## src/hw/rtl/bqc_coef_mem.sv

```systemverilog
// Coefficient memory: one write port, one registered read port
`default_nettype none

module bqc_coef_mem #(
    parameter int DEPTH  = 40,
    parameter int ADDR_W = 6,
    parameter int DATA_W = 16
) (
    input  wire logic                     clk,
    input  wire logic                     we,
    input  wire logic [ADDR_W-1:0]        waddr,
    input  wire logic signed [DATA_W-1:0] wdata,
    input  wire logic                     re,
    input  wire logic [ADDR_W-1:0]        raddr,
    output logic signed [DATA_W-1:0]      rdata
);

    logic signed [DATA_W-1:0] mem [DEPTH];
    logic signed [DATA_W-1:0] rdata_reg;

    // Store a coefficient
    always_ff @(posedge clk)
    begin
        if (we)
        begin
            mem[waddr] <= wdata;
        end
    end

    // Read on request, hold otherwise
    always_ff @(posedge clk)
    begin
        if (re)
        begin
            rdata_reg <= mem[raddr];
        end
    end

    assign rdata = rdata_reg;

endmodule

`default_nettype wire

```

## config.mk

```make
export PLATFORM = sky130hd
export DESIGN_NAME = bqc_coef_mem
export DESIGN_NICKNAME = d
export VERILOG_FILES = /design/src/hw/rtl/bqc_coef_mem.sv
export SDC_FILE = /design/constraint.sdc
export NUM_CORES = 1
export LEC_CHECK = 0
export BUFFER_PORTS_ARGS = -buffer_cell sky130_fd_sc_hd__buf_2
export CAP_MARGIN = 20
export CORE_MARGIN = 2
export CORE_UTILIZATION = 50
export DETAILED_ROUTE_END_ITERATION = 12
export PLACE_DENSITY = 0.66
export SYNTH_ARGS = -nofsm -noshare
export SYNTH_HDL_FRONTEND = slang
export SYNTH_SLANG_ARGS = --single-unit
```

## constraint.sdc

```tcl
create_clock -name clk -period 2.85 [get_ports clk]
set_input_delay 0.57 -clock clk [delete_from_list [all_inputs] [get_ports clk]]
set_output_delay 0.57 -clock clk [all_outputs]
set_load 0.005 [all_outputs]
```

==> PnR_summary.wiki, run 1 <==
{| class="wikitable"
! Metric !! Value
|-
| Number of antenna violations at the first check in global routing || 4
|-
| Antenna diodes || 0
|-
| Highest-count cells in the layout ignoring fill and taps || 656 x edfxtp_1, 256 x mux2i_1, 83 x buf_4
|-
| Crit Path Max Fanout || 29
|-
| Setup repair after global routing missed its margin || no
|-
| Layout filler cell count || 3,716
|-
| Wire length of the first global-routing pass || 85,700 um
|-
| PostCTS Resize Cnt || 0
|-
| Maximum operating frequency || 447 MHz
|-
| Final Critical Period || 2.24 ns
|-
| Kind of cell with the highest combined delay on the critical path || compound AO/OA/AOI/OAI gates
|-
| Most common library cell in the layout ignoring fill and taps || edfxtp_1
|-
| Path type of the worst min-delay path || input pin to register
|-
| Final Net Count || 1,496
|-
| Sequential area share after synthesis || 76.4%
|-
| Number of failing hold endpoints at the final stage || 0
|-
| Total iterations of the first detailed-routing run || 5
|-
| Post-route total power || 20,500 uW
|-
| Result of the run || complete, no violations
|-
| GP Congestion || 0.794
|-
| Portion of total power attributed to the clock network || 42.1%
|-
| Number of DRC violations after detailed routing || 0
|-
| WP buf/inv || 3
|-
| Count of input and output buffers || 46
|-
| Required time of the critical path || 3.25 ns
|-
| Overflow after GRT || 0
|-
| Actual transition at the worst max-transition pin || 1.02 ns
|-
| Switching portion of total power || 20.5%
|-
| List of cells traversed by the critical path || buf_8, buf_12, buf_4, mux2i_1, a22o_1, a221oi_1, o22ai_1, o41ai_2
|-
| Cell type with the largest total area after synthesis || edfxtp_1
|-
| Relative slew slack || 32.1%
|-
| Flop and latch count out of synthesis || 656
|-
| Clock Pin Slew Worst Setup and Hold Paths || 0.06 ns
|-
| Total non-filler cell area in the finished layout || 29,700 um^2
|-
| Vias per inst || 5.90
|-
| Number of nets in the synthesized netlist || 1,349
|-
| Estimated wirelength of the detail-placed design || 34,200 um
|-
| Core outline area || 51,200 um^2
|-
| Number of clock buffers inserted by TritonCTS || 68
|-
| Internal power || 16,300 uW
|-
| Maximum clock skew at final layout || 0.0250 ns
|-
| Number of global-route vias before repair || 12,765
|-
| Number of DRC violations after detailed-routing iteration 0 || 1,304
|-
| Post-Syn Area per Cell || 19.6 um^2
|-
| Critical Path End Type || register
|-
| Cell with the largest stage delay on the worst path || a221oi_1
|-
| Root cell of the clock tree || clkbuf_16
|-
| Cell count after synthesis || 1,318
|-
| Share of post-route cells with drive strength above 1 || 21.8%
|-
| Post-layout worst setup margin || 0.613 ns
|-
| Die span in x || 231 um
|-
| Largest net degree at the start of global routing || 48
|-
| Flip-flop count of the largest register after layout || 640
|-
| Standard-cell rows || 83
|-
| Y dimension of the die || 231 um
|-
| Worst vdd rail ir drop || 520 uV
|-
| Placed instance area || 27,500 um^2
|-
| Number of H-tree levels || 3
|-
| Netlist area before placement || 25,800 um^2
|-
| Routed WL per cell || 26.9 um
|-
| Final Routed Wirelength || 59,200 um
|-
| Sum of negative setup slack || 0 ns
|-
| Final ANT Viol Nets || 0
|-
| Period Utilization, post-route || 78.5%
|-
| Max-capacitance violation count || 0
|-
| Power density over the cells || 691 nW/um^2
|-
| TritonCTS clock tree || done
|-
| IO Pins || 47
|-
| Ys Warns || 0
|-
| Worst slack at placement || 0.0523 ns
|-
| Share of Yosys cell area claimed by the top area cell type || 76.4%
|-
| Static leakage || 0.0102 uW
|-
| Number of distinct standard cells referenced by the synthesized netlist || 31
|-
| Starting density of the core || 50.4%
|-
| Arrival time of the worst setup path || 2.63 ns
|-
| Final number of setup-violating endpoints || 0
|-
| Startpoint-to-endpoint class of the critical path || input pin to register
|-
| Relative area change from synthesis to final layout || 15.0%
|-
| Area enclosed by the die boundary || 53,400 um^2
|-
| Top area cells in the synthesized netlist || edfxtp_1 76%, mux2i_1 9.9%, mux4_2 2.8%
|-
| All-Layer GR Usage || 22.4%
|-
| Final count of pins violating max slew || 0
|-
| Delay of the slowest critical-path stage || 0.39 ns
|-
| Max Root-Sink Buffers || 3
|-
| Worst skew pair latency || 0.59 ns
|-
| Total net switching power || 4200 uW
|-
| Share of power burned in combinational logic || 5.5%
|-
| Part of the power in registers || 52.4%
|-
| Count of vias placed by the detailed router || 12,955
|-
| Number of setup buffers added after CTS || 0
|-
| Number of clock sinks || 656
|-
| Startpoint types || input pin
|-
| Hold-fix buffers at CTS || 0
|}
-- stage by stage --
step,hold slack (ns),util [%],std cells
after global routing,0.475,57.9,2196
after global placement,0.881,53.7,2075
after detailed placement,0.885,53.7,2075
final,0.480,57.9,2196
after floorplan,0.669,-,1318
after CTS,0.467,57.9,2196
-- routing by layer --
metal,global-route usage [%],part of all wire [%]
met4,8.77,3.3
met3,4.31,7.1
met5,0,0.083
met1,32.3,44
met2,33.9,45
-- worst paths after layout --
kind | start | end | slack, ns | cells after the start
worst max-delay path | raddr[0] | rdata[2] | 0.61 | 8
worst min-delay path | re | rdata[5] | 0.48 | 1
worst max register to register | mem[9][12] | rdata[12] | 0.98 | 6
worst min register to register | mem[32][7] | rdata[7] | 0.89 | 4
-- cells in the mapped netlist --
cell type / instances
o22ai_1: 16
edfxtp_1: 656
a221oi_2: 17
nor3_1: 2
and2_1: 1
nand3b_1: 1
or3_1: 1
nand2_1: 23
buf_4: 13
mux4_2: 32
buf_1: 7
a22o_1: 32
nor2b_1: 5
a22oi_1: 64
a221oi_1: 15
nor2_1: 40
buf_8: 6
o41ai_2: 16
mux2i_1: 256
nand3_1: 4
or2_2: 1
nor4bb_1: 1
a21oi_1: 32
clkbuf_1: 21
nor2_2: 1
nand2b_1: 5
or3b_2: 1
nand4_1: 1
buf_6: 20
mux2_2: 16
buf_2: 12
-- logic make-up after synthesis --
logic type             count (synthesis)  share of synthesized area (%)
AND/OR/NAND/NOR                       87                           1.50
AO/OA/AOI/OAI                        192                           6.47
buffers and inverters                 79                           2.24
multiplexers                         304                           13.4
flip-flops                           656                           76.4
-- area by class of cell --
cell class | count | area (um^2) | share of cell area [%]
flip-flops and latches | 656 | 19700 | 66.4
well taps | 680 | 851 | 2.87
clock inverters | 35 | 328 | 1.11
repair buffers | 156 | 1400 | 4.73
clock buffers | 86 | 1830 | 6.18
multi-input cells | 583 | 5550 | 18.7
-- power by group through the flow --
stage | Combinational, uW | Sequential, uW | Clock, uW
6_report | 1120 | 10700 | 8640
5_1_grt | 1190 | 10700 | 9150
4_1_cts | 1130 | 10700 | 8800
3_5_place_dp | 1120 | 10900 | 0
3_3_place_gp | 1100 | 10900 | 0
2_1_floorplan | 616 | 10900 | 0
Power figures use the tool's default switching activity.
==> inputs of run 2 (changes only) <==
Settings changed: PLACE_DENSITY 0.66 to 0.68.
Clock period 2.85 ns to 2 ns, I/O delays scaled along.
==> run 2 against run 1 <==
Clock power is 39% higher. Power is 42% higher. Sequential share of layout area is 1.8 points lower. First-iteration DRC count is 10% higher. Via count is 3.1% higher. Combinational power is 53% higher. Critical path depth is 1 higher. Die area stayed put. Setup slack worse by 0.50 ns. Sequential power is 43% higher. Flip-flop and latch count stayed put. Hold slack worse by 0.20 ns.
==> PnR_summary.wiki, run 2 (same netlist as run 1, synthesis figures left out) <==
{| class="wikitable"
! Metric !! Value
|-
| Result of the run || complete, no violations
|-
| GP Congestion || 0.797 (+0.39%)
|-
| Count of input and output buffers || 46 (unchanged)
|-
| Power density over the cells || 952 nW/um^2 (+38%)
|-
| Final Core Density || 59.6% (+1.6 points)
|-
| Highest-count cells in the layout ignoring fill and taps || 656 x edfxtp_1, 256 x mux2i_1, 124 x buf_4
|-
| Clock Pin Slew Worst Setup and Hold Paths || 0.06 ns (about the same)
|-
| Number of failing hold endpoints at the final stage || 0 (unchanged)
|-
| Share of post-route cells with drive strength above 1 || 26.0% (+4.2 points)
|-
| Die span in x || 231 um (unchanged)
|-
| R2R Setup Slk || 0.20 ns (-0.78 ns)
|-
| Max-capacitance violation count || 0 (unchanged)
|-
| Final Critical Period || 1.89 ns
|-
| Required time of the critical path || 2.36 ns (-0.89 ns)
|-
| Path type of the worst min-delay path || input pin to register
|-
| Root cell of the clock tree || clkbuf_16
|-
| Overflow after GRT || 0 (unchanged)
|-
| Worst min-delay path endpoint || mem[12][8]
|-
| Actual transition at the worst max-transition pin || 0.788 ns (-0.230 ns)
|-
| Starting density of the core || 50.4% (unchanged)
|-
| Core outline area || 51,200 um^2 (unchanged)
|-
| Final count of pins violating max slew || 0 (unchanged)
|-
| Layout filler cell count || 3,639 (-2.1%)
|-
| Number of clock buffers inserted by TritonCTS || 67 (-1.5%)
|-
| Crit. Startpoint || raddr[0]
|-
| Total iterations of the first detailed-routing run || 5 (unchanged)
|-
| Critical Path End Type || register
|-
| Routed WL per cell || 26.4 um (-2.1%)
|-
| Capture point of the worst reg-to-reg path || rdata[14]
|-
| Flip-flop count of the largest register after layout || 640 (unchanged)
|-
| Total non-filler cell area in the finished layout || 30,500 um^2 (+2.8%)
|-
| Period Utilization, post-route || 94.5%
|-
| Final Net Count || 1,565 (+4.6%)
|-
| Setup repair after global routing missed its margin || no
|-
| Startpoint of the worst hold path || wdata[8]
|-
| Standard-cell rows || 83 (unchanged)
|-
| Startpoint types || input pin
|-
| Most common library cell in the layout ignoring fill and taps || edfxtp_1
|-
| Number of DRC violations after detailed-routing iteration 0 || 1,440 (+10%)
|-
| Worst vdd rail ir drop || 558 uV (+7.1%)
|-
| Largest net degree at the start of global routing || 41 (-15%)
|-
| List of cells traversed by the critical path || buf_8, buf_4, buf_12, buf_4, mux2i_1, a22oi_1, a21oi_1, buf_4, o41ai_2
|-
| Final ANT Viol Nets || 0 (unchanged)
|-
| Number of DRC violations after detailed routing || 0 (unchanged)
|-
| All-Layer GR Usage || 22.7% (+0.36 points)
|-
| Maximum clock skew at final layout || 0.0207 ns (-0.00429 ns)
|-
| Estimated wirelength of the detail-placed design || 36,700 um (+7.2%)
|-
| Count of vias placed by the detailed router || 13,354 (+3.1%)
|-
| Worst skew pair latency || 0.61 ns (+0.02 ns)
|-
| Most crowded layer after global routing || met2
|-
| Delay of the slowest critical-path stage || 0.47 ns (+0.08 ns)
|-
| Hold-fix buffers at CTS || 0 (unchanged)
|-
| Max Root-Sink Buffers || 3 (unchanged)
|-
| Reg2reg path depth || 5 (-1)
|-
| Met1 demand-to-capacity share in global routing || 33.0% (+0.69 points)
|-
| Number of setup buffers added after CTS || 0 (unchanged)
|-
| Number of H-tree levels || 3 (unchanged)
|-
| Most frequent CP cell || buf_4
|-
| Arrival time of the worst setup path || 2.25 ns (-0.38 ns)
|-
| Sum of negative setup slack || 0 ns (unchanged)
|-
| Reg-to-reg startpoint || mem[8][14]
|-
| Placed instance area || 28,400 um^2 (+3.3%)
|-
| Y dimension of the die || 231 um (unchanged)
|-
| Area enclosed by the die boundary || 53,400 um^2 (unchanged)
|-
| Number of global-route vias before repair || 13,118 (+2.8%)
|-
| IO Pins || 47 (unchanged)
|-
| Number of clock sinks || 656 (unchanged)
|-
| Relative slew slack || 47.5% (+15 points)
|-
| Final Routed Wirelength || 59,700 um (+0.92%)
|-
| Startpoint-to-endpoint class of the critical path || input pin to register
|-
| Post-layout worst setup margin || 0.109 ns (-0.503 ns)
|-
| Final number of setup-violating endpoints || 0 (unchanged)
|-
| Maximum operating frequency || 529 MHz
|-
| Relative area change from synthesis to final layout || 18.3%
|-
| Static leakage || 0.0106 uW (+3.9%)
|-
| Number of antenna violations at the first check in global routing || 6 (+2)
|-
| TritonCTS clock tree || done
|-
| Cell with the largest stage delay on the worst path || o41ai_2
|-
| Crit Path Max Fanout || 15 (-48%)
|-
| Worst slack at placement || -0.515 ns (-0.567 ns)
|-
| Wire length of the first global-routing pass || 87,600 um (+2.3%)
|-
| Met3 Track Usage GR || 4.61% (+0.31 points)
|-
| Instance count along the most critical hold path || 1 (unchanged)
|-
| Vias per inst || 5.90 (about the same)
|-
| Global routing usage on met2 || 34.2% (+0.27 points)
|}
-- run 2: cell count changes in the layout (fill, tap and decap cells not counted), moves of 3 or more --
| cell | before | now |
|---|---|---|
| nor2_1 | 40 | 31 |
| buf_12 | 27 | 56 |
| clkbuf_16 | 71 | 68 |
| inv_6 | 1 | 5 |
| buf_4 | 83 | 124 |
| nor2_2 | 0 | 9 |
| clkinv_1 | 21 | 15 |
-- run 2: through the flow --
step	cells	hold WS (ns)	total power, uW
CTS	2261	0.242	29200
detailed placement	2145	0.811	17300
floorplan	1318	0.499	16500
global placement	2145	0.810	17300
global route	2261	0.266	29900
finish	2263	0.277	29000
-- run 2: timing repair --
item                       in CTS  in global routing
hold endpoints to repair        0                  0
gates resized for setup         0                  0
setup endpoints to repair       0                  1
-- run 2: area by class of cell --
class                   count  area [um^2]  area share [%]
flip-flops and latches    656        19700            64.6
well taps                 680          851            2.79
multi-input cells         583         5570            18.3
clock buffers              82         1750            5.75
clock inverters            34          332            1.09
diodes                      2         5.00          0.0164
repair buffers            226         2290            7.51
-- run 2: where the power goes --
part | leakage [uW] | switching (uW) | internal (uW)
sequential | 0.00591 | 48.2 | 15300
clock | 0.00102 | 5000 | 7010
combinational | 0.00367 | 1010 | 701
-- run 2: worst max-delay path by stage --
| stage | slack, ns | to | cells after the start |
|---|---|---|---|
| floorplan | -0.14 | mem[15][0] | 3 |
| global placement | -0.45 | rdata[14] | 8 |
| detailed placement | -0.52 | rdata[14] | 8 |
| CTS | 0.12 | rdata[14] | 8 |
| global route | 0.07 | rdata[14] | 9 |
| finish | 0.11 | rdata[14] | 9 |
-- run 2: per-layer routing --
metal  share of wire, %  wire length [um]
met1                 44             26100
met2                 46             27300
met3                7.6              4510
met4                2.9              1750
met5              0.082                49
-- run 2: critical path, delay by kind of cell --
kind / cells / cell delay, ns
compound gates: 3 / 0.75
buf+inv: 5 / 0.97
mux: 1 / 0.08
