--- config.mk ---
export PLATFORM = sky130hd
export DESIGN_NAME = bqc_sequencer
export DESIGN_NICKNAME = d
export VERILOG_FILES = /design/src/hw/rtl/bqc_pkg.sv /design/src/hw/rtl/bqc_sequencer.sv
export SDC_FILE = /design/constraint.sdc
export NUM_CORES = 1
export LEC_CHECK = 0
export ABC_AREA = 1
export BUFFER_PORTS_ARGS = -buffer_cell sky130_fd_sc_hd__buf_2
export CORE_ASPECT_RATIO = 1.4
export CORE_MARGIN = 3
export CORE_UTILIZATION = 45
export DETAILED_ROUTE_END_ITERATION = 7
export PLACE_DENSITY = 0.69
export SLEW_MARGIN = 20
export SYNTH_ARGS = -nofsm -noshare
export SYNTH_HDL_FRONTEND = slang
export SYNTH_SLANG_ARGS = --single-unit
--- constraint.sdc ---
create_clock -name clk -period 3.15 [get_ports clk]
set_input_delay 0.4725 -clock clk [delete_from_list [all_inputs] [get_ports clk]]
set_output_delay 0.4725 -clock clk [all_outputs]
set_load 0.005 [all_outputs]
--- src/hw/rtl/bqc_pkg.sv ---
// Shared constants, control word types and microcode table of the biquad cascade
`default_nettype none

package bqc_pkg;

    localparam int MAX_STAGES_DEF  = 8;
    localparam int SAMPLE_BITS_DEF = 16;
    localparam int COEF_BITS_DEF   = 16;
    localparam int COEFS_PER_STAGE = 5;
    localparam int STATE_BITS      = 32;
    localparam int STAGES_W        = 4;
    localparam int CFG_ADDR_W      = 1;

    // Configuration register indexes
    localparam logic [CFG_ADDR_W-1:0] REG_GAIN   = 1'b0;
    localparam logic [CFG_ADDR_W-1:0] REG_STAGES = 1'b1;

    localparam logic [STAGES_W-1:0] STAGES_RESET = 4'd1;

    // Item kinds carried on tuser
    localparam logic MODE_FILTER = 1'b0;
    localparam logic MODE_COEF   = 1'b1;

    // Coefficient slot within a stage
    typedef enum logic [2:0] {K_B0, K_B1, K_B2, K_A1, K_A2} coef_sel_t;

    // Multiplier operand selection
    typedef enum logic [1:0] {MUL_NONE, MUL_GAIN_X, MUL_COEF_X, MUL_COEF_Y} mul_op_t;

    // Accumulator operation on the registered product
    typedef enum logic [2:0] {ACC_NOP, ACC_LD_D1, ACC_LD_D2, ACC_LD, ACC_SUB} acc_op_t;

    // Register write-back from the accumulator
    typedef enum logic [2:0] {WR_NONE, WR_X, WR_Y, WR_D1, WR_D2} wr_op_t;

    // Sequencing: advance, skip stages when none active, stage loop, finish
    typedef enum logic [1:0] {SEQ_NEXT, SEQ_SKIP_IF_EMPTY, SEQ_LOOP, SEQ_DONE} seq_op_t;

    typedef struct packed {
        logic      rd_en;
        coef_sel_t rd_k;
        mul_op_t   mul;
        acc_op_t   acc;
        wr_op_t    wr;
        seq_op_t   seq;
    } ucode_t;

    // Control handed from the sequencer to the datapath
    typedef struct packed {
        ucode_t uc;
        logic   load;
    } dp_ctrl_t;

    localparam int STEP_W = 4;
    localparam logic [STEP_W-1:0] STEP_GAIN  = 4'd0;
    localparam logic [STEP_W-1:0] STEP_STAGE = 4'd3;
    localparam logic [STEP_W-1:0] STEP_OUT   = 4'd12;

    localparam ucode_t UC_IDLE = '{rd_en: 1'b0, rd_k: K_B0, mul: MUL_NONE,
                                   acc: ACC_NOP, wr: WR_NONE, seq: SEQ_DONE};

    function automatic ucode_t uw(input logic rd_en, input coef_sel_t rd_k,
                                  input mul_op_t mul, input acc_op_t acc,
                                  input wr_op_t wr, input seq_op_t seq);
        ucode_t w;
        w.rd_en = rd_en;
        w.rd_k  = rd_k;
        w.mul   = mul;
        w.acc   = acc;
        w.wr    = wr;
        w.seq   = seq;
        return w;
    endfunction

    // Microprogram: gain scaling, one pass per stage, result hand-off.
    // Memory read data and products are both registered.
    function automatic ucode_t ucode_rom(input logic [STEP_W-1:0] step);
        ucode_t w;
        unique case (step)
            // gain * sample, round to a sample, skip stages if none active
            4'd0:  w = uw(1'b0, K_B0, MUL_GAIN_X, ACC_NOP,   WR_NONE, SEQ_NEXT);
            4'd1:  w = uw(1'b0, K_B0, MUL_NONE,   ACC_LD,    WR_NONE, SEQ_NEXT);
            4'd2:  w = uw(1'b0, K_B0, MUL_NONE,   ACC_NOP,   WR_X,    SEQ_SKIP_IF_EMPTY);
            // stage body: y = d1 + b0*x
            4'd3:  w = uw(1'b1, K_B0, MUL_NONE,   ACC_NOP,   WR_NONE, SEQ_NEXT);
            4'd4:  w = uw(1'b1, K_B1, MUL_COEF_X, ACC_NOP,   WR_NONE, SEQ_NEXT);
            4'd5:  w = uw(1'b1, K_A1, MUL_COEF_X, ACC_LD_D1, WR_NONE, SEQ_NEXT);
            // d1' = d2 + b1*x - a1*y
            4'd6:  w = uw(1'b0, K_A1, MUL_NONE,   ACC_LD_D2, WR_Y,    SEQ_NEXT);
            4'd7:  w = uw(1'b1, K_B2, MUL_COEF_Y, ACC_NOP,   WR_NONE, SEQ_NEXT);
            4'd8:  w = uw(1'b1, K_A2, MUL_COEF_X, ACC_SUB,   WR_NONE, SEQ_NEXT);
            // d2' = b2*x - a2*y
            4'd9:  w = uw(1'b0, K_A2, MUL_COEF_Y, ACC_LD,    WR_D1,   SEQ_NEXT);
            4'd10: w = uw(1'b0, K_A2, MUL_NONE,   ACC_SUB,   WR_NONE, SEQ_NEXT);
            4'd11: w = uw(1'b0, K_A2, MUL_NONE,   ACC_NOP,   WR_D2,   SEQ_LOOP);
            // result hand-off
            4'd12: w = UC_IDLE;
            default: w = UC_IDLE;
        endcase
        return w;
    endfunction

endpackage

`default_nettype wire

--- src/hw/rtl/bqc_sequencer.sv ---
// Microcode sequencer: step counter, stage loop and coefficient addressing
`default_nettype none

module bqc_sequencer #(
    parameter int MAX_STAGES = 8,
    localparam int SW = (MAX_STAGES > 1) ? $clog2(MAX_STAGES) : 1,
    localparam int IW = $clog2(MAX_STAGES * bqc_pkg::COEFS_PER_STAGE)
) (
    input  wire logic                          clk,
    input  wire logic                          rst_n,
    input  wire logic                          start,
    input  wire logic [bqc_pkg::STAGES_W-1:0]  stages_in_use,
    input  wire logic                          out_hold,
    output bqc_pkg::dp_ctrl_t                  dp_ctrl,
    output logic [SW-1:0]                      stage,
    output logic                               coef_re,
    output logic [IW-1:0]                      coef_raddr,
    output logic                               busy,
    output logic                               emit
);

    import bqc_pkg::*;

    localparam int NW    = $clog2(MAX_STAGES + 1);
    localparam int CMP_W = ((NW > STAGES_W) ? NW : STAGES_W) + 1;

    logic              run_reg, run_next;
    logic [STEP_W-1:0] step_reg, step_next;
    logic [SW-1:0]     stage_reg, stage_next;
    logic [IW-1:0]     base_reg, base_next;

    ucode_t           uc;
    logic [CMP_W-1:0] n_eff;
    logic [CMP_W-1:0] stage_plus1;
    logic             empty;

    // Fetch the current control word; idle word while stopped
    always_comb
    begin
        uc = run_reg ? ucode_rom(step_reg) : UC_IDLE;
    end

    // Active stage count, clamped to the built depth
    always_comb
    begin
        n_eff = (CMP_W'(stages_in_use) > CMP_W'(MAX_STAGES)) ? CMP_W'(MAX_STAGES)
                                                               : CMP_W'(stages_in_use);
        empty       = (n_eff == '0);
        stage_plus1 = CMP_W'(stage_reg) + CMP_W'(1);
    end

    // Next step, stage and coefficient base
    always_comb
    begin
        run_next   = run_reg;
        step_next  = step_reg;
        stage_next = stage_reg;
        base_next  = base_reg;
        if (start)
        begin
            run_next   = 1'b1;
            step_next  = STEP_GAIN;
            stage_next = '0;
            base_next  = '0;
        end
        else if (run_reg)
        begin
            unique case (uc.seq)
                SEQ_NEXT:
                begin
                    step_next = step_reg + STEP_W'(1);
                end
                SEQ_SKIP_IF_EMPTY:
                begin
                    step_next = empty ? STEP_OUT : step_reg + STEP_W'(1);
                end
                SEQ_LOOP:
                begin
                    if (stage_plus1 < n_eff)
                    begin
                        stage_next = stage_reg + SW'(1);
                        base_next  = base_reg + IW'(COEFS_PER_STAGE);
                        step_next  = STEP_STAGE;
                    end
                    else
                    begin
                        step_next = STEP_OUT;
                    end
                end
                SEQ_DONE:
                begin
                    if (!out_hold)
                    begin
                        run_next = 1'b0;
                    end
                end
                default:
                begin
                    run_next = 1'b0;
                end
            endcase
        end
    end

    always_ff @(posedge clk or negedge rst_n)
    begin
        if (!rst_n)
        begin
            run_reg   <= 1'b0;
            step_reg  <= STEP_GAIN;
            stage_reg <= '0;
            base_reg  <= '0;
        end
        else
        begin
            run_reg   <= run_next;
            step_reg  <= step_next;
            stage_reg <= stage_next;
            base_reg  <= base_next;
        end
    end

    // Outputs to datapath, memory and handshake logic
    always_comb
    begin
        dp_ctrl.uc   = uc;
        dp_ctrl.load = start;
        stage        = stage_reg;
        coef_re      = uc.rd_en;
        coef_raddr   = base_reg + IW'(uc.rd_k);
        busy         = run_reg;
        emit         = run_reg && (uc.seq == SEQ_DONE) && !out_hold;
    end

endmodule

`default_nettype wire

==> out/qor.yml, run 1 <==
critical_path:
  required_ns: 2.68
  worstPathMaxFanout: 9
  crit_path_max_incr_delay_ns: 0.46
  start_kind: "register"
  setup.worst_path.end_class: "output pin"
  cp.arrival_ns: 2.45
  criticalPathCategory: "reg2out"
  cp_cell_sequence: "ha_1, inv_1, ha_1, nand2_1, nor2_1, ha_1, inv_1, fa_1, o22ai_1, xor2_1, buf_2"
  crit_path_frequent_cell: "ha_1"
  crit_slowest_cell: "dfrtp_2"
cells_and_area:
  syn_to_final_growth_pct: 17.2
  layout.cells.most_common: "nand2_1"
  final_area_sq_mm: 0.00169
  layout-drive-gt1-share_pct: 19.1
  fill_cells: 311
  fin_cells: 278
  num-nets-final: 272
  final_cell_mix: "nand2_1 (55), buf_2 (34), inv_1 (27), nor2_1 (23), nand3_1 (22)"
  diodes: 0
  largest_register_ffs: 6
min_path:
  hold_class: "in2async"
synth:
  avgSynthCellArea_sq_um: 6.92
  yosysSeqAreaShare_pct: 24.3
  synth_fa_ha_area_share_pct: 19.6
  synth_top_family_by_area: "simple AND/OR/NAND/NOR gates"
  syn_area_sq_mm: 0.00144
  yosysUniqueCellTypes: 29
  synth_nets: 238
  synth-xor-area-share_pct: 4.87
  yosys.area_share.simple_pct: 33.7
  synth_compound_area_share_pct: 7.38
  ys_ff_latch: 14
  syn-instance-count: 208
  yosys_warnings: 0
  synth_mux_area_share_pct: 0
timing:
  final_max_slew_viol_count: 0
  max_freq_mhz: 342
  fin_worst_skew_ns: 0.00177
  setup_viol: 0
  min_period_ns: 2.93
  finalHoldViolCount: 0
  tns_ns: 0
  tightestPinTransition_ns: 0.437
  timing.final.crit_share_pct: 92.9
  rsz0062_at_grt: "no"
  slew_headroom_pct: 70.5
global_routing:
  antenna_found_initial: 0
  grt_pass1_vias: 1272
  grt_max_degree: 15
  grt_usage_pct: 18.7
  grt_pass1_wl_microns: 5490
  grt.overflow.total: 0
clock_network:
  cts_tree: "yes"
  clockBufferDepth: 2
  htreeDepth: 1
  clockRootBuffer: "clkbuf_8"
  post-cts-setup-buffers: 0
  clkTransAtPathRegs_ns: 0.06
  insertion_delay_ns: 0.25
  cts_sinks: 14
  cts_made_buffers: 3
route:
  wl_per_cell_microns: 11.7
  num_vias: 1392
  route.detailed.drc: 0
  via_per_inst: 5.01
  antenna_left: 0
  drt-total-wl_microns: 3250
  drt-initial-drc-count: 36
  dr.pass1.iters: 5
outcome:
  status: "finished, final reports clean"
placed_design:
  gp_congestion: 0.840
  placed_area_sq_mm: 0.00163
  dp_hpwl_microns: 2640
  placed_cells: 274
  port_buffers: 34
die:
  start_util_pct: 48.6
  die_area_sq_mm: 0.00392
  io_pins: 35
  fp-row-count: 23
  coreArea_sq_mm: 0.00296
  fp.dieH_microns: 72.9
  die_w_microns: 53.8
job:
  max_cap_violations: 0
pwr:
  finalPower_mw: 1.24
  p_leak_nw: 0.987
  peakVddDrop_mv: 0.354
  power_density_mw_per_mm2: 735
[what timing repair did]
item / CTS / global route
resized for setup: 0 / 1
hold buffers: 0 / 0
endpoints found under the setup margin: 0 / 1
[Yosys cell counts]
master / n / area share [%]
a21o_1: 1 / 0.52
a21oi_1: 9 / 3.1
a31o_1: 1 / 0.61
and3_1: 1 / 0.43
buf_2: 2 / 0.70
buf_4: 2 / 1.0
clkbuf_1: 2 / 0.52
clkinv_1: 1 / 0.26
dfrtp_1: 14 / 24
fa_1: 1 / 1.4
ha_1: 21 / 18
inv_1: 27 / 7.0
inv_2: 2 / 0.52
nand2_1: 55 / 14
nand2_2: 1 / 0.43
nand2_4: 1 / 0.78
nand3_1: 22 / 7.6
nand3b_1: 1 / 0.52
nand4_1: 1 / 0.43
nand4_4: 1 / 1.5
nor2_1: 23 / 6.0
nor2_4: 1 / 0.78
nor3_1: 1 / 0.35
nor3b_1: 1 / 0.52
o211ai_1: 1 / 0.52
o21ai_0: 5 / 1.7
o22ai_1: 2 / 0.87
xnor2_1: 3 / 1.8
xor2_1: 5 / 3.0
[final timing paths]
kind / startpoint / end / slack, ns / cells past startpoint
worst min register to register: stage[1] / stage[1] / 0.57 / 2
worst max register to register: step_reg[0] / step_reg[3] / 0.79 / 12
worst min-delay path: rst_n / base_reg[5] / 0.11 / 1
worst max-delay path: step_reg[0] / coef_raddr[4] / 0.22 / 11
min in group clk: out_hold / busy / 0.53 / 3
max in group asynchronous: rst_n / step_reg[0] / 2.77 / 1
[logic make-up (layout without fill, tap and decap cells)]
kind of cell	Yosys count	count (layout)
and+or+nand+nor	109	109
buffers and inverters	36	69
adders and majority gates	22	22
AOI/OAI and AO/OA	19	19
DFF	14	14
xor gates and xnor gates	8	8
[worst max-delay path: cells and delay by family, from the launching register on]
kind / cells / cell delay [ns]
AND/OR/NAND/NOR: 2 / 0.19
buffers and inverters: 3 / 0.28
AO/OA/AOI/OAI: 1 / 0.17
flip-flops: 1 / 0.46
XOR/XNOR: 1 / 0.15
adder cells (fa/ha/maj): 4 / 0.96
[where the power goes]
group,internal [mW],total [mW],switching [mW],leakage (nW)
clock,0.111,0.176,0.0653,0.0288
sequential,0.223,0.294,0.0709,0.180
combinational,0.324,0.770,0.447,0.779
total,0.658,1.24,0.583,0.987
[per-stage QoR]
step | hold slack [ns] | utilization (%) | worst slack, ns
after floorplan | 0.177 | - | 0.661
after global placement | 0.387 | 55.0 | 0.492
after detailed placement | 0.389 | 55.0 | 0.452
after CTS | 0.123 | 56.9 | 0.180
after global routing | 0.127 | 56.9 | 0.00393
final | 0.113 | 56.9 | 0.223
[cell type report]
cell class	instances	area [sq um]	share of cell area, %
multi-input combinational	158	945	56.0
sequential	14	352	20.8
timing repair buffer	35	178	10.5
inverter	30	113	6.67
clock buffer	4	55.1	3.26
tap	37	46.3	2.74
[per-layer routing]
metal / part of all wire [%] / vias up / GRT usage, %
li1: - / 725 / -
met1: 42 / 620 / 22.4
met2: 51 / 38 / 32.3
met3: 4.1 / 9 / 1.84
met4: 3.3 / 0 / 8.52
met5: 0 / - / 0
Power figures use the tool's default switching activity.
==> run 2, diff against run 1 <==
- RECOVER_POWER: unset -> 25
- SETUP_SLACK_MARGIN: unset -> 0.05
- SLEW_MARGIN: 20 -> 10
==> out/qor.yml, run 2 (synthesized netlist as in run 1, its figures left out) <==
critical_path:
  required_ns: 2.68
  rrSetupSlack_ns: 0.78
  criticalPathCategory: "reg2out"
  setup.worst_path.end_class: "output pin"
  reg2regPathDepth: 12
  start_kind: "register"
  cp.arrival_ns: 2.44
  r2r-end: "step_reg[3]"
  reg2reg_from: "step_reg[0]"
  worstPathMaxFanout: 9
route:
  via_per_inst: 5.04
  drt-initial-drc-count: 33
  route.detailed.drc: 0
  drt-total-wl_microns: 3280
  dr.pass1.iters: 4
  antenna_left: 0
  num_vias: 1400
  wl_per_cell_microns: 11.8
timing:
  tightestPinTransition_ns: 0.774
  finalHoldViolCount: 0
  final_max_slew_viol_count: 0
  max_freq_mhz: 343
  setup_viol: 0
  timing.final.crit_share_pct: 92.6
  rsz0062_at_grt: "no"
  tns_ns: 0
  min_period_ns: 2.92
  slew_headroom_pct: 48.4
  fin_worst_skew_ns: 0.00253
placed_design:
  gp_congestion: 0.840
  dp_hpwl_microns: 2640
  placed_area_sq_mm: 0.00163
  port_buffers: 34
die:
  die_area_sq_mm: 0.00392
  coreArea_sq_mm: 0.00296
  fp.dieH_microns: 72.9
  die_w_microns: 53.8
  io_pins: 35
  start_util_pct: 48.6
  fp-row-count: 23
clock_network:
  holdBufCountCts: 0
  clockRootBuffer: "clkbuf_8"
  clockBufferDepth: 2
  clkTransAtPathRegs_ns: 0.06
  insertion_delay_ns: 0.25
  cts_tree: "yes"
  cts_sinks: 14
  cts_made_buffers: 3
  htreeDepth: 1
  post-cts-setup-buffers: 0
global_routing:
  grt_max_degree: 15
  antenna_found_initial: 0
  grt.overflow.total: 0
  grt_pass1_vias: 1272
  grt_usage_pct: 18.7
  grt_pass1_wl_microns: 5490
pwr:
  power_density_mw_per_mm2: 734
  p_leak_nw: 0.984
  peakVddDrop_mv: 0.356
cells_and_area:
  largest_register_ffs: 6
  layout.cells.most_common: "nand2_1"
  diodes: 0
  syn_to_final_growth_pct: 17.6
  num-nets-final: 272
  final_area_sq_mm: 0.00169
  final_cell_mix: "nand2_1 (55), buf_2 (33), inv_1 (27), nor2_1 (23), nand3_1 (22)"
  layout-drive-gt1-share_pct: 19.5
outcome:
  status: "finished, final reports clean"
job:
  max_cap_violations: 0
min_path:
  hold_class: "in2async"
[run 2: worst max-delay path by stage]
stage	startpoint	end	slack, ns	cells past startpoint
2_1_floorplan	step_reg[1]	coef_raddr[4]	0.66	10
3_3_place_gp	step_reg[0]	coef_raddr[4]	0.49	11
3_5_place_dp	step_reg[0]	coef_raddr[4]	0.45	11
4_1_cts	step_reg[0]	coef_raddr[4]	0.18	11
5_1_grt	step_reg[0]	coef_raddr[4]	0.06	11
6_report	step_reg[0]	coef_raddr[4]	0.23	11
[run 2: timing repair]
| action | in CTS | in global routing |
|---|---|---|
| resized for setup | 0 | 3 |
| endpoints found under the hold margin | 0 | 0 |
| endpoints found under the setup margin | 0 | 1 |
[run 2: critical path, stage by stage (launching register included)]
cell     delay, ns
dfrtp_2       0.46
ha_1          0.23
inv_1         0.10
ha_1          0.14
nand2_1       0.05
nor2_1        0.14
ha_1          0.19
inv_1         0.05
fa_1          0.41
o22ai_2       0.15
xor2_1        0.15
buf_2         0.12
[run 2: cell type report]
type / instances / area (sq um)
timing repair buffer: 35 / 176
fill: 310 / 1270
clock buffer: 4 / 55.1
multi-input combinational: 158 / 951
inverter: 30 / 113
sequential: 14 / 353
tap: 37 / 46.3
[run 2: metal layers]
metal,wire length [microns],global-route usage [%],vias to the layer above
met5,0,0,-
met4,104,8.52,0
met3,137,1.84,9
met2,1680,32.3,39
met1,1350,22.4,628
li1,-,-,724
[run 2: per-stage QoR]
step                hold WS (ns)  utilization, %  worst slack [ns]  instances  total power, mW
CTS                        0.123            56.9             0.180        278             1.25
finish                     0.273            57.2             0.235        278             1.24
detailed placement         0.389            55.0             0.452        274             1.07
floorplan                  0.177               -             0.661        208            0.820
global route               0.322            57.2            0.0618        278             1.39
global placement           0.387            55.0             0.492        274             1.07
[run 2: where the power goes]
| part | internal (mW) | switching, mW | total (mW) | leakage, nW |
|---|---|---|---|---|
| clock network | 0.111 | 0.0663 | 0.177 | 0.0288 |
| registers | 0.223 | 0.0715 | 0.295 | 0.179 |
| logic | 0.324 | 0.448 | 0.772 | 0.776 |
| total | 0.658 | 0.586 | 1.24 | 0.984 |
